## config.mk

```make
export PLATFORM = sky130hd
export DESIGN_NAME = length_prefixed_frame_deframer
export DESIGN_NICKNAME = d
export VERILOG_FILES = /design/src/design/lpfd_pkg.sv /design/src/design/lpfd_in_stage.sv /design/src/design/lpfd_parser.sv /design/src/design/lpfd_out_stage.sv /design/src/design/length_prefixed_frame_deframer.sv
export SDC_FILE = /design/constraint.sdc
export NUM_CORES = 1
export LEC_CHECK = 0
export ABC_AREA = 1
export BUFFER_PORTS_ARGS = -buffer_cell sky130_fd_sc_hd__buf_2
export CORE_MARGIN = 4
export CORE_UTILIZATION = 45
export DETAILED_ROUTE_END_ITERATION = 12
export PLACE_DENSITY = 0.68
export SLEW_MARGIN = 10
export SYNTH_ARGS = -nofsm -noshare
export SYNTH_HDL_FRONTEND = slang
export SYNTH_SLANG_ARGS = --single-unit
```

## constraint.sdc

```tcl
create_clock -name clk -period 11.23 [get_ports clk]
set_input_delay 1.123 -clock clk [delete_from_list [all_inputs] [get_ports clk]]
set_output_delay 1.123 -clock clk [all_outputs]
set_load 0.005 [all_outputs]
```

## src/design/lpfd_pkg.sv

```systemverilog
// ----------------------------------------------------------------------------
// lpfd_pkg
// Shared types and codes of the length-prefixed frame deframer.
// ----------------------------------------------------------------------------
package lpfd_pkg;

	localparam int HEADER_BYTES_DEF = 4;
	localparam logic [15:0] MAX_LEN_RESET = 16'hFFFF;

	localparam logic [1:0] KIND_PAYLOAD = 2'd0;
	localparam logic [1:0] KIND_EMPTY   = 2'd1;
	localparam logic [1:0] KIND_SHORT   = 2'd2;
	localparam logic [1:0] KIND_LONG    = 2'd3;

	typedef struct packed {
		logic [7:0]  payload_byte;
		logic [15:0] message_type;
		logic        is_last;
		logic [1:0]  result_kind;
	} result_t;

endpackage

```

## src/design/lpfd_in_stage.sv

```systemverilog
// ----------------------------------------------------------------------------
// lpfd_in_stage
// Input register: holds one accepted byte until the parser consumes it.
// ----------------------------------------------------------------------------
module lpfd_in_stage (
	input  logic       clk,
	input  logic       arst_n,
	input  logic       in_valid,
	output logic       in_ready,
	input  logic [7:0] data_byte,
	input  logic       advance,
	output logic       valid_s1,
	output logic [7:0] data_s1
);

	// Free slot, or the held byte leaves this cycle.
	assign in_ready = !valid_s1 || advance;

	always_ff @(posedge clk or negedge arst_n) begin
		if (!arst_n) begin
			valid_s1 <= 1'b0;
		end else if (in_ready) begin
			valid_s1 <= in_valid;
		end
	end

	always_ff @(posedge clk) begin
		if (in_valid && in_ready) begin
			data_s1 <= data_byte;
		end
	end

endmodule

```

## src/design/lpfd_parser.sv

```systemverilog
// ----------------------------------------------------------------------------
// lpfd_parser
// Frame state, length register and per-byte result decode.
// ----------------------------------------------------------------------------
module lpfd_parser #(
	parameter int HEADER_BYTES = lpfd_pkg::HEADER_BYTES_DEF
) (
	input  logic              clk,
	input  logic              arst_n,
	input  logic              cfg_wr_en,
	input  logic [15:0]       cfg_wr_data,
	input  logic              valid_s1,
	input  logic [7:0]        data_s1,
	input  logic              advance,
	output logic              res_has,
	output lpfd_pkg::result_t res
);
	import lpfd_pkg::*;

	localparam logic [1:0]  PH_HEADER  = 2'd0;
	localparam logic [1:0]  PH_PAYLOAD = 2'd1;
	localparam logic [16:0] HdrLen     = 17'(HEADER_BYTES);

	logic [1:0]  phase_q, phase_d;
	logic [15:0] pos_q, pos_d;
	logic [15:0] len_q, len_d;
	logic [15:0] type_q, type_d;
	logic [15:0] max_len_q;
	logic [16:0] pos_inc;

	assign pos_inc = {1'b0, pos_q} + 17'd1;

	always_comb begin
		phase_d = phase_q;
		pos_d   = pos_q;
		len_d   = len_q;
		type_d  = type_q;
		res_has = 1'b0;
		res     = '{payload_byte: 8'd0, message_type: type_q, is_last: 1'b1,
			result_kind: KIND_PAYLOAD};

		if (phase_q == PH_PAYLOAD) begin
			res_has          = 1'b1;
			res.payload_byte = data_s1;
			res.is_last      = pos_inc >= {1'b0, len_q};
			if (res.is_last) begin
				phase_d = PH_HEADER;
				pos_d   = 16'd0;
			end else begin
				pos_d = pos_inc[15:0];
			end
		end else begin
			// unused phase codes fall back to header parsing
			phase_d = PH_HEADER;
			if (pos_q == 16'd0) len_d[15:8]  = data_s1;
			if (pos_q == 16'd1) len_d[7:0]   = data_s1;
			if (pos_q == 16'd2) type_d[15:8] = data_s1;
			if (pos_q == 16'd3) type_d[7:0]  = data_s1;
			res.message_type = type_d;

			if (pos_inc < HdrLen) begin
				pos_d = pos_inc[15:0];
			end else begin
				pos_d = 16'd0;
				priority if ({1'b0, len_d} < HdrLen) begin
					res_has         = 1'b1;
					res.result_kind = KIND_SHORT;
				end else if (len_d > max_len_q) begin
					res_has         = 1'b1;
					res.result_kind = KIND_LONG;
				end else if ({1'b0, len_d} == HdrLen) begin
					res_has         = 1'b1;
					res.result_kind = KIND_EMPTY;
				end else begin
					phase_d = PH_PAYLOAD;
					pos_d   = HdrLen[15:0];
				end
			end
		end
	end

	always_ff @(posedge clk or negedge arst_n) begin
		if (!arst_n) begin
			phase_q <= PH_HEADER;
			pos_q   <= 16'd0;
			len_q   <= 16'd0;
			type_q  <= 16'd0;
		end else if (valid_s1 && advance) begin
			phase_q <= phase_d;
			pos_q   <= pos_d;
			len_q   <= len_d;
			type_q  <= type_d;
		end
	end

	always_ff @(posedge clk or negedge arst_n) begin
		if (!arst_n) begin
			max_len_q <= MAX_LEN_RESET;
		end else if (cfg_wr_en) begin
			max_len_q <= cfg_wr_data;
		end
	end

endmodule

```

## src/design/lpfd_out_stage.sv

```systemverilog
// ----------------------------------------------------------------------------
// lpfd_out_stage
// Result register toward the downstream channel.
// ----------------------------------------------------------------------------
module lpfd_out_stage (
	input  logic              clk,
	input  logic              arst_n,
	input  logic              load,
	input  lpfd_pkg::result_t res,
	output logic              can_take,
	output logic              out_valid,
	input  logic              out_ready,
	output lpfd_pkg::result_t res_q
);
	import lpfd_pkg::*;

	assign can_take = !out_valid || out_ready;

	always_ff @(posedge clk or negedge arst_n) begin
		if (!arst_n) begin
			out_valid <= 1'b0;
		end else if (can_take) begin
			out_valid <= load;
		end
	end

	always_ff @(posedge clk) begin
		if (load && can_take) begin
			res_q <= res;
		end
	end

endmodule

```

## src/design/length_prefixed_frame_deframer.sv

```systemverilog
// ----------------------------------------------------------------------------
// length_prefixed_frame_deframer: byte stream to per-payload-byte results.
// Input register, then result register, to out_valid; one byte per cycle unless out_ready stalls the result register.
// Rate set by one input register and one result register, no internal loop.
// arst_n clears state; the length limit max_len_q returns to 65535.
// ----------------------------------------------------------------------------
module length_prefixed_frame_deframer #(
	parameter int HEADER_BYTES = lpfd_pkg::HEADER_BYTES_DEF
) (
	input  logic        clk,
	input  logic        arst_n,
	input  logic        cfg_wr_en,
	input  logic [15:0] cfg_wr_data,
	input  logic        in_valid,
	output logic        in_ready,
	input  logic [7:0]  data_byte,
	output logic        out_valid,
	input  logic        out_ready,
	output logic [7:0]  payload_byte,
	output logic [15:0] message_type,
	output logic        is_last,
	output logic [1:0]  result_kind
);
	import lpfd_pkg::*;

	logic    valid_s1;
	logic [7:0] data_s1;
	logic    advance;
	logic    res_has;
	logic    can_take;
	result_t res;
	result_t res_q;

	// byte leaves the input register unless its result has nowhere to go
	assign advance = valid_s1 && (!res_has || can_take);

	lpfd_in_stage u_in (
		.clk      (clk),
		.arst_n   (arst_n),
		.in_valid (in_valid),
		.in_ready (in_ready),
		.data_byte(data_byte),
		.advance  (advance),
		.valid_s1 (valid_s1),
		.data_s1  (data_s1)
	);

	lpfd_parser #(
		.HEADER_BYTES(HEADER_BYTES)
	) u_parser (
		.clk        (clk),
		.arst_n     (arst_n),
		.cfg_wr_en  (cfg_wr_en),
		.cfg_wr_data(cfg_wr_data),
		.valid_s1   (valid_s1),
		.data_s1    (data_s1),
		.advance    (advance),
		.res_has    (res_has),
		.res        (res)
	);

	lpfd_out_stage u_out (
		.clk      (clk),
		.arst_n   (arst_n),
		.load     (valid_s1 && res_has),
		.res      (res),
		.can_take (can_take),
		.out_valid(out_valid),
		.out_ready(out_ready),
		.res_q    (res_q)
	);

	assign payload_byte = res_q.payload_byte;
	assign message_type = res_q.message_type;
	assign is_last      = res_q.is_last;
	assign result_kind  = res_q.result_kind;

endmodule

```

==> reports/metrics.yaml, run 1 <==
run_status:
  outcome: "finished, final reports clean"
yosys:
  yosysSeqAreaShare: 0.465
  synth_top_family_by_area: "simple AND/OR/NAND/NOR gates"
  synth_fa_ha_area_frac: 0.0763
  netlist_instances: 720
  ys_types: 38
  syn_area_per_cell_um2: 8.20
  synthXorXnorAreaFrac: 0.0119
  syn_nets: 785
  synthMuxAreaShare: 0.00191
  synthSimpleGateAreaFrac: 0.287
  synth-compound-area-share: 0.0688
  synth_area_um2: 5910
  synth_seq_cells: 102
  yosys_warnings: 0
routing:
  ant_nets: 0
  vias: 4925
  firstDrtPassIters: 5
  first_iter_violations: 392
  routed_wl_um: 13900
  post-route-drc-count: 0
  wl_per_cell_um: 14.7
  via_per_inst: 5.22
worst_setup_path:
  reg2reg_from: "u_parser.pos_q[8]"
  r2r_cells: 20
  cp.required_ns: 10.11
  worstPathArrival_ns: 3.31
  reg2reg_slack_ns: 7.36
  path_class: "reg2out"
  r2r_end: "u_parser.pos_q[6]"
  critPathMaxFanout: 18
  start_kind: "flop"
  critPathCaptureType: "output port"
clocking:
  cts.clk_slew.worst_paths_ns: 0.07
  cts_root_buf: "clkbuf_16"
  cts_max_level: 3
  cts_hold_buf: 0
  post_cts_resized: 0
  cts.sinks: 102
  cts_tree: "yes"
  clkLatencyLatePin_ns: 0.35
  cts_inserted_buffers: 9
  cts_setup_buffers: 0
  clockBufferDepth: 2
die:
  core_um2: 12700
  start_util: 0.464
  die-area_um2: 15000
  dieHeight_um: 123
  die_x_um: 123
  row_count: 41
  io_pins: 58
layout:
  finish.instance_area_um2: 6530
  syn_to_final_growth_pct: 10.5
  drive_above_1_share: 0.154
  fin_util: 0.513
  nNetsFinal: 832
  final_cell_mix: "227 x nand2_1, 91 x inv_1, 57 x buf_2"
  n_antenna_cell: 0
  layout_commonest_cell: "nand2_1"
sta:
  slew_violations: 0
  tns_ns: 0
  max_slew.worst_pin.slew_ns: 0.878
  fmax_mhz: 225
  fin_crit_sh: 0.395
  finalSetupViolCount: 0
  min_period_ns: 4.44
  hold_viol_final: 0
  slew_headroom: 0.415
  finClkSkew_ns: 0.00979
  rsz0062_at_grt: "no"
pwr:
  vdd_ir_drop_max_uv: 125
  power_leakage_uw: 0.00331
  p_per_area_nw_per_um2: 230
min_path:
  min-delay-start: "u_parser.len_q[2]"
  hp-class: "reg2reg"
  holdPathStages: 2
  min_to: "u_parser.len_q[2]"
grt:
  grt_max_degree: 68
  antenna_found_initial: 0
  overflow: 0
  grt_pass1_vias: 4843
  grt_usage: 0.199
  grt_pass1_wl_um: 23500
placement:
  hpwl_um: 10100
  portBuffers: 57
  placed_area_um2: 6250
  gp_congestion: 0.960
flow_run:
  drv_cap: 0
-- power by group --
group | internal [uW] | switching, uW | total, uW
Clock | 159 | 143 | 302
Sequential | 498 | 62.3 | 561
Combinational | 223 | 416 | 639
-- worst max-delay path by stage --
stage                  startpoint        endpoint  slack, ns  cells after the start
4_1_cts         u_parser.pos_q[8]        in_ready       6.79                     18
2_1_floorplan   u_parser.pos_q[9]  u_out.res_q[0]       7.40                     20
5_1_grt         u_parser.pos_q[8]        in_ready       6.51                     19
6_report        u_parser.pos_q[8]        in_ready       6.79                     18
3_5_place_dp    u_parser.pos_q[8]        in_ready       7.21                     18
3_3_place_gp   u_parser.pos_q[11]        in_ready       7.30                     19
-- flip-flops by register name, indices dropped and copies added, names as in the netlist --
signal and cells:
u_out.res_q 27, u_in.valid_s1 1, u_parser.pos_q 16, u_parser.len_q 16, u_out.out_valid 1, u_in.data_s1 8, u_parser.type_q 16, u_parser.phase_q 1
u_parser.max_len_q 16
-- logic make-up after synthesis --
family | Yosys count
and+or+nand+nor | 382
buffers and inverters | 115
DFF | 102
AOI/OAI and AO/OA | 76
adders and majority gates | 36
xor gates and xnor gates | 8
muxes | 1
-- worst max-delay path, cell delays in order (launching register included) --
cell and delay [ns]:
dfrtp_1 0.46, nor2_1 0.12, nand2_1 0.10, nor2_4 0.40, nand2_4 0.16, o21ai_1 0.27, ha_1 0.30, a21oi_1 0.16
o21ai_0 0.09, nand2_1 0.06, o211ai_1 0.07, nand2_1 0.06, nand2_1 0.04, nand2_1 0.14, nand3_2 0.10, nand2_2 0.08
nand2_4 0.06, nand3_1 0.14, buf_2 0.14
-- routing by layer --
layer / track usage / share of wire / wire, um / vias up
met2: 0.335 / 0.49 / 6780 / 159
li1: - / - / - / 2430
met1: 0.259 / 0.44 / 6140 / 2319
met5: 0 / 0 / 0 / -
met4: 0.0588 / 0.015 / 211 / 0
met3: 0.0429 / 0.056 / 776 / 17
-- metrics by stage --
step | setup slack (ns) | total power (uW) | std cells | hold WS [ns]
finish | 6.79 | 1500 | 944 | 0.473
global route | 6.51 | 1630 | 944 | 0.489
CTS | 6.79 | 1500 | 944 | 0.477
detailed placement | 7.21 | 1200 | 928 | 0.460
global placement | 7.30 | 1170 | 928 | 0.453
floorplan | 7.40 | 1040 | 720 | 0.442
-- cells in the mapped netlist (all sizes together) --
| cell | count | area (um^2) |
|---|---|---|
| dfrtp | 51 | 1280 |
| a21o | 1 | 7.51 |
| dfstp | 16 | 420 |
| a211oi | 1 | 7.51 |
| o21ai | 55 | 287 |
| nor2 | 50 | 223 |
| nor4 | 1 | 6.26 |
| clkbuf | 10 | 37.5 |
| o211ai | 2 | 15.0 |
| inv | 91 | 342 |
| nand2 | 240 | 958 |
| edfxtp | 35 | 1050 |
| ha | 36 | 450 |
| xnor2 | 1 | 8.76 |
| or2 | 1 | 6.26 |
| nand3b | 1 | 7.51 |
| o211a | 1 | 10.0 |
| mux2 | 1 | 11.3 |
| nand4 | 25 | 156 |
| xor2 | 7 | 61.3 |
| nor3 | 7 | 40.0 |
| nand3 | 56 | 290 |
| a21oi | 16 | 80.1 |
| and2 | 1 | 6.26 |
| buf | 14 | 148 |
-- final cells by class --
cell class	instances	area, um^2
Tap cell	172	215
Inverter	91	342
Timing Repair Buffer	60	308
Fill cell	1232	6190
Sequential cell	102	2750
Clock buffer	11	243
Multi-Input combinational cell	503	2640
Clock inverter	5	40.0
Note: power is estimated with default switching activity, not from simulation.
==> inputs of run 2 (changes only) <==
==> constraint.sdc (replaced) <==
create_clock -name clk -period 4.6 [get_ports clk]
set_input_delay 0.46 -clock clk [delete_from_list [all_inputs] [get_ports clk]]
set_output_delay 0.46 -clock clk [all_outputs]
set_load 0.005 [all_outputs]
==> reports/metrics.yaml, run 2 (synthesized netlist as in run 1, its figures left out) <==
routing:
  ant_nets: 0  # unchanged
  wl_per_cell_um: 15.0  # +1.9%
  via_per_inst: 5.24  # +0.46%
  firstDrtPassIters: 5  # unchanged
  wl_met1_um: 6270  # +2.2%
  top_layer_used: "met4"
  post-route-drc-count: 0  # unchanged
  routed_wl_um: 14200  # +2.0%
  first_iter_violations: 485  # +24%
  routed-wl-met3_um: 741  # -4.5%
  met2WireLength_um: 6870  # +1.3%
  vias: 4953  # +0.57%
clocking:
  cts.sinks: 102  # unchanged
  clkLatencyLatePin_ns: 0.36  # about the same
  cts_setup_buffers: 0  # unchanged
  cts_tree: "yes"
  cts_hold_buf: 0  # unchanged
  clockBufferDepth: 2  # unchanged
  cts.clk_slew.worst_paths_ns: 0.07  # about the same
  cts_max_level: 3  # unchanged
  cts_root_buf: "clkbuf_16"
  post_cts_resized: 0  # unchanged
  cts_inserted_buffers: 9  # unchanged
grt:
  grt_pass1_vias: 4810  # -0.68%
  antenna_found_initial: 0  # unchanged
  grt_usage: 0.201  # +0.00179
  overflow: 0  # unchanged
  grt_max_degree: 48  # -29%
  grt_pass1_wl_um: 23400  # -0.32%
worst_setup_path:
  crit_chain: "nor2_1, nand2_1, nor2_4, nand2_4, o21ai_1, ha_1, a21oi_1, o21ai_0, nand2_1, o211ai_1, nand2_1, nand2_1, nand2_1, nand3_2, nand2_2, nand2_4, nand3_1, buf_2"
  max_stage_delay_ns: 0.45  # about the same
  crit_cells: 18  # unchanged
  critPathCaptureType: "output port"
  critPathBufInv: 1  # unchanged
  crit_slowest_cell: "dfrtp_1"
  cpLargestDelayFamily: "simple AND/OR/NAND/NOR gates"
  cp.required_ns: 4.14  # -5.97 ns
  start_kind: "flop"
  path_class: "reg2out"
  cp_common_cell: "nand2_1"
  worstPathArrival_ns: 3.48  # +0.17 ns
  r2r_cells: 20  # unchanged
  critPathMaxFanout: 18  # unchanged
sta:
  slew_headroom: 0.478  # +0.0627
  fin_crit_sh: 0.856
  finClkSkew_ns: 0.00760  # -0.00220 ns
  finalHoldWorstSlack_ns: 0.140  # -0.333 ns
  fmax_mhz: 254
  slew_violations: 0  # unchanged
  finalSetupViolCount: 0  # unchanged
  min_period_ns: 3.94
  hold_viol_final: 0  # unchanged
  tns_ns: 0  # unchanged
  max_slew.worst_pin.slew_ns: 0.783  # -0.0949 ns
  rsz0062_at_grt: "no"
die:
  dieHeight_um: 123  # unchanged
  die_x_um: 123  # unchanged
  io_pins: 58  # unchanged
  row_count: 41  # unchanged
  die-area_um2: 15000  # unchanged
  core_um2: 12700  # unchanged
  start_util: 0.464  # unchanged
placement:
  hpwl_um: 10400  # +3.1%
  portBuffers: 57  # unchanged
  gp_congestion: 0.897  # -6.5%
  placed_area_um2: 6250  # +0.12%
pwr:
  vdd_ir_drop_max_uv: 303  # +140%
  clkPwrFrac: 0.222  # +0.021
  p_switching_uw: 1530  # +150%
  pwr-share-comb: 0.415  # -0.011
  seq_power_share: 0.363  # -0.010
  internal_power_uw: 2250  # +160%
  swShare: 0.405  # -0.00814
  power_leakage_uw: 0.00334  # +0.77%
  p_per_area_nw_per_um2: 574  # +150%
layout:
  largest_register_ffs: 27  # unchanged
  finish.instance_area_um2: 6580  # +0.80%
  top_register: "u_out.res_q"
  fillers: 1231  # -0.081%
  drive_above_1_share: 0.157  # +0.00239
  final_cell_mix: "227 x nand2_1, 91 x inv_1, 57 x buf_2"
  n_antenna_cell: 0  # unchanged
  nNetsFinal: 833  # +0.12%
  layout_commonest_cell: "nand2_1"
  syn_to_final_growth_pct: 11.4
min_path:
  hp-class: "in2async"
run_status:
  outcome: "finished, final reports clean"
flow_run:
  drv_cap: 0  # unchanged
==> run 2: cell count changes in the layout (fill, tap and decap cells not counted), sizes merged <==
cell / delta
clkbuf: -2
bufinv: +2
buf: +1
==> run 2: cell type report <==
type                       count  area [um^2]  share of cell area
inverter                      91          342              0.0519
clock inverter                 7          103              0.0156
clock buffer                   9          225              0.0342
sequential                   102         2750               0.417
timing repair buffer          61          315              0.0479
multi-input combinational    503         2640               0.400
tap                          172          215              0.0327
==> run 2: worst paths after layout <==
check | endpoint | slack (ns) | from
max | in_ready | 0.66 | u_parser.pos_q[12]
min | u_parser.len_q[11] | 0.14 | arst_n
max reg2reg | u_parser.type_q[0] | 0.85 | u_parser.pos_q[12]
min reg2reg | u_parser.type_q[8] | 0.48 | u_parser.type_q[8]
max in group asynchronous | u_parser.type_q[0] | 3.49 | arst_n
min in group clk | u_in.data_s1[0] | 0.28 | data_byte[0]
==> run 2: routing by layer <==
metal  up-vias  GRT usage
met1      2332      0.257
met2       160      0.339
li1       2434          -
met4         0     0.0630
met3        27     0.0447
met5         -          0
==> run 2: worst reg2reg max path: cells and delay by family, from the launching register on <==
family	cells	cell delay, ns
simple gates	15	2.13
compound gates	4	0.72
flops	1	0.45
fa+ha+maj	1	0.32
==> run 2: power groups by stage <==
stage          clock network, uW  registers (uW)  logic (uW)
2_1_floorplan                  0            1340        1190
3_3_place_gp                   0            1370        1490
3_5_place_dp                   0            1380        1550
4_1_cts                      858            1370        1570
5_1_grt                      898            1390        1800
6_report                     840            1370        1570
==> run 2: stage by stage <==
stage,total power (uW),cells,setup WS [ns],utilization
5_1_grt,4090,945,0.399,0.517
6_report,3780,945,0.662,0.517
4_1_cts,3790,945,0.651,0.517
3_3_place_gp,2860,929,1.08,0.492
3_5_place_dp,2940,929,0.946,0.492
2_1_floorplan,2530,720,0.765,-
==> inputs of run 3 (changes only) <==
--- a/config.mk
+++ b/config.mk
@@ -9,8 +9,9 @@
 export BUFFER_PORTS_ARGS = -buffer_cell sky130_fd_sc_hd__buf_2
 export CORE_MARGIN = 4
 export CORE_UTILIZATION = 45
+export CTS_CLUSTER_DIAMETER = 50
 export DETAILED_ROUTE_END_ITERATION = 12
-export PLACE_DENSITY = 0.68
+export PLACE_DENSITY = 0.65
 export SLEW_MARGIN = 10
 export SYNTH_ARGS = -nofsm -noshare
 export SYNTH_HDL_FRONTEND = slang
==> reports/metrics.yaml, run 3 (synthesized netlist as in run 1, its figures left out) <==
run_status:
  outcome: "finished, final reports clean"
grt:
  antenna_found_initial: 0  # unchanged
  grt_usage: 0.201  # about the same
  overflow: 0  # unchanged
  grt_max_degree: 68  # +42%
  grt_pass1_vias: 4604  # -4.3%
  grt_pass1_wl_um: 23300  # -0.50%
sta:
  rsz0062_at_grt: "no"
  finalSetupViolCount: 0  # unchanged
  fin_crit_sh: 0.817  # -0.0387
  hold_viol_final: 0  # unchanged
  finClkSkew_ns: 0.00609  # -0.00151 ns
  tns_ns: 0  # unchanged
  slew_violations: 0  # unchanged
  min_period_ns: 3.76  # -0.178 ns
  max_slew.worst_pin.slew_ns: 0.869  # +0.0857 ns
  finalHoldWorstSlack_ns: 0.279  # +0.139 ns
  slew_headroom: 0.421  # -0.0566
  fmax_mhz: 266  # +4.7%
worst_setup_path:
  r2r_end: "u_parser.pos_q[3]"
  worstPathArrival_ns: 4.03  # +0.55 ns
  crit_path_end: "u_parser.pos_q[3]"
  r2r_cells: 19  # -5.0%
  path_class: "reg2reg"
  setup.worst_path.start: "u_parser.pos_q[11]"
  critPathCaptureType: "flop"
  critPathMaxFanout: 47  # +29
  start_kind: "flop"
  reg2reg_from: "u_parser.pos_q[11]"
  cp.required_ns: 4.87  # +0.73 ns
  reg2reg_slack_ns: 0.84  # about the same
clocking:
  cts.sinks: 102  # unchanged
  cts_max_level: 3  # unchanged
  cts_hold_buf: 0  # unchanged
  cts_tree: "yes"
  cts_inserted_buffers: 9  # unchanged
  clkLatencyLatePin_ns: 0.35  # about the same
  cts_setup_buffers: 0  # unchanged
  post_cts_resized: 0  # unchanged
  clockBufferDepth: 2  # unchanged
  cts.clk_slew.worst_paths_ns: 0.07  # about the same
  cts_root_buf: "clkbuf_16"
routing:
  post-route-drc-count: 0  # unchanged
  routed_wl_um: 14100  # -0.43%
  vias: 4831  # -2.5%
  firstDrtPassIters: 6  # +1
  ant_nets: 0  # unchanged
  first_iter_violations: 452  # -6.8%
  via_per_inst: 5.12  # -2.4%
  wl_per_cell_um: 15.0  # -0.32%
pwr:
  internal_power_uw: 2190  # -2.7%
  power_leakage_uw: 0.00332  # -0.61%
  swShare: 0.413  # +0.00788
  clkPwrFrac: 0.211  # -0.011
  p_switching_uw: 1540  # +0.56%
  p_per_area_nw_per_um2: 569  # -0.89%
  pwr-share-comb: 0.420  # +0.005
  seq_power_share: 0.369  # +0.006
  vdd_ir_drop_max_uv: 276  # -9.0%
placement:
  hpwl_um: 10400  # +0.17%
  portBuffers: 57  # unchanged
  gp_congestion: 0.956  # +6.6%
layout:
  syn_to_final_growth_pct: 10.9
  top_register: "u_out.res_q"
  final_cell_mix: "227 x nand2_1, 91 x inv_1, 57 x buf_2"
  nNetsFinal: 832  # -0.12%
  largest_register_ffs: 27  # unchanged
  drive_above_1_share: 0.154  # -0.00239
  layout_commonest_cell: "nand2_1"
  n_antenna_cell: 0  # unchanged
die:
  die-area_um2: 15000  # unchanged
  start_util: 0.464  # unchanged
  core_um2: 12700  # unchanged
  row_count: 41  # unchanged
  dieHeight_um: 123  # unchanged
  die_x_um: 123  # unchanged
  io_pins: 58  # unchanged
min_path:
  hp-class: "in2reg"
flow_run:
  drv_cap: 0  # unchanged
[run 3: changes by cell type in the layout (fill, tap and decap cells not counted), sizes merged]
cell,previous run,this run
clkinvlp,0,1
buf,61,60
bufinv,2,1
[run 3: power groups by stage]
stage / clock network, uW / registers [uW] / logic, uW
4_1_cts: 805 / 1380 / 1570
2_1_floorplan: 0 / 1340 / 1190
5_1_grt: 842 / 1400 / 1790
6_report: 786 / 1380 / 1570
3_3_place_gp: 0 / 1390 / 1500
3_5_place_dp: 0 / 1390 / 1560
[run 3: worst max-delay path: stages, from the launching register on]
cell and delay, ns:
dfrtp_1 0.45, nor2_1 0.13, nand2_1 0.09, nor2_4 0.41, nand2_4 0.15, o21ai_1 0.25
ha_1 0.28, a21oi_1 0.14, o21ai_0 0.08, nand2_1 0.06, o211ai_1 0.08, nand2_1 0.07
nand2_1 0.04, nand2_1 0.12, nand3_2 0.09, nand2_2 0.08, nand2_4 0.07, nand2_4 0.37
nand2_4 0.39, o21ai_0 0.28
[run 3: how the worst min path moves through the flow]
stage,startpoint,endpoint,cells past startpoint
6_report,data_byte[1],u_in.data_s1[1],1
4_1_cts,data_byte[1],u_in.data_s1[1],1
3_5_place_dp,u_parser.type_q[2],u_parser.type_q[2],2
3_3_place_gp,u_parser.type_q[2],u_parser.type_q[2],2
5_1_grt,data_byte[3],u_in.data_s1[3],1
2_1_floorplan,arst_n,u_in.valid_s1,0
[run 3: final cells by class]
class	count	area [um^2]
Sequential cell	102	2750
Fill cell	1247	6170
Clock inverter	7	78.8
Timing Repair Buffer	60	308
Inverter	91	342
Tap cell	172	215
Multi-Input combinational cell	503	2640
Clock buffer	9	225
[run 3: metal layers]
layer / track usage / part of all wire / vias to the layer above
li1: - / - / 2425
met1: 0.272 / 0.46 / 2246
met2: 0.315 / 0.46 / 135
met3: 0.0424 / 0.050 / 25
met4: 0.0798 / 0.029 / 0
met5: 0 / 0 / -
[run 3: stage by stage]
step                area, um^2  worst slack (ns)  power [uW]  std cells  utilization
CTS                       6550             0.843        3750        944        0.515
global route              6550             0.404        4030        944        0.515
detailed placement        6250             0.886        2940        928        0.491
floorplan                 5910             0.765        2530        720            -
global placement          6250             0.986        2890        928        0.491
finish                    6550             0.840        3730        944        0.515
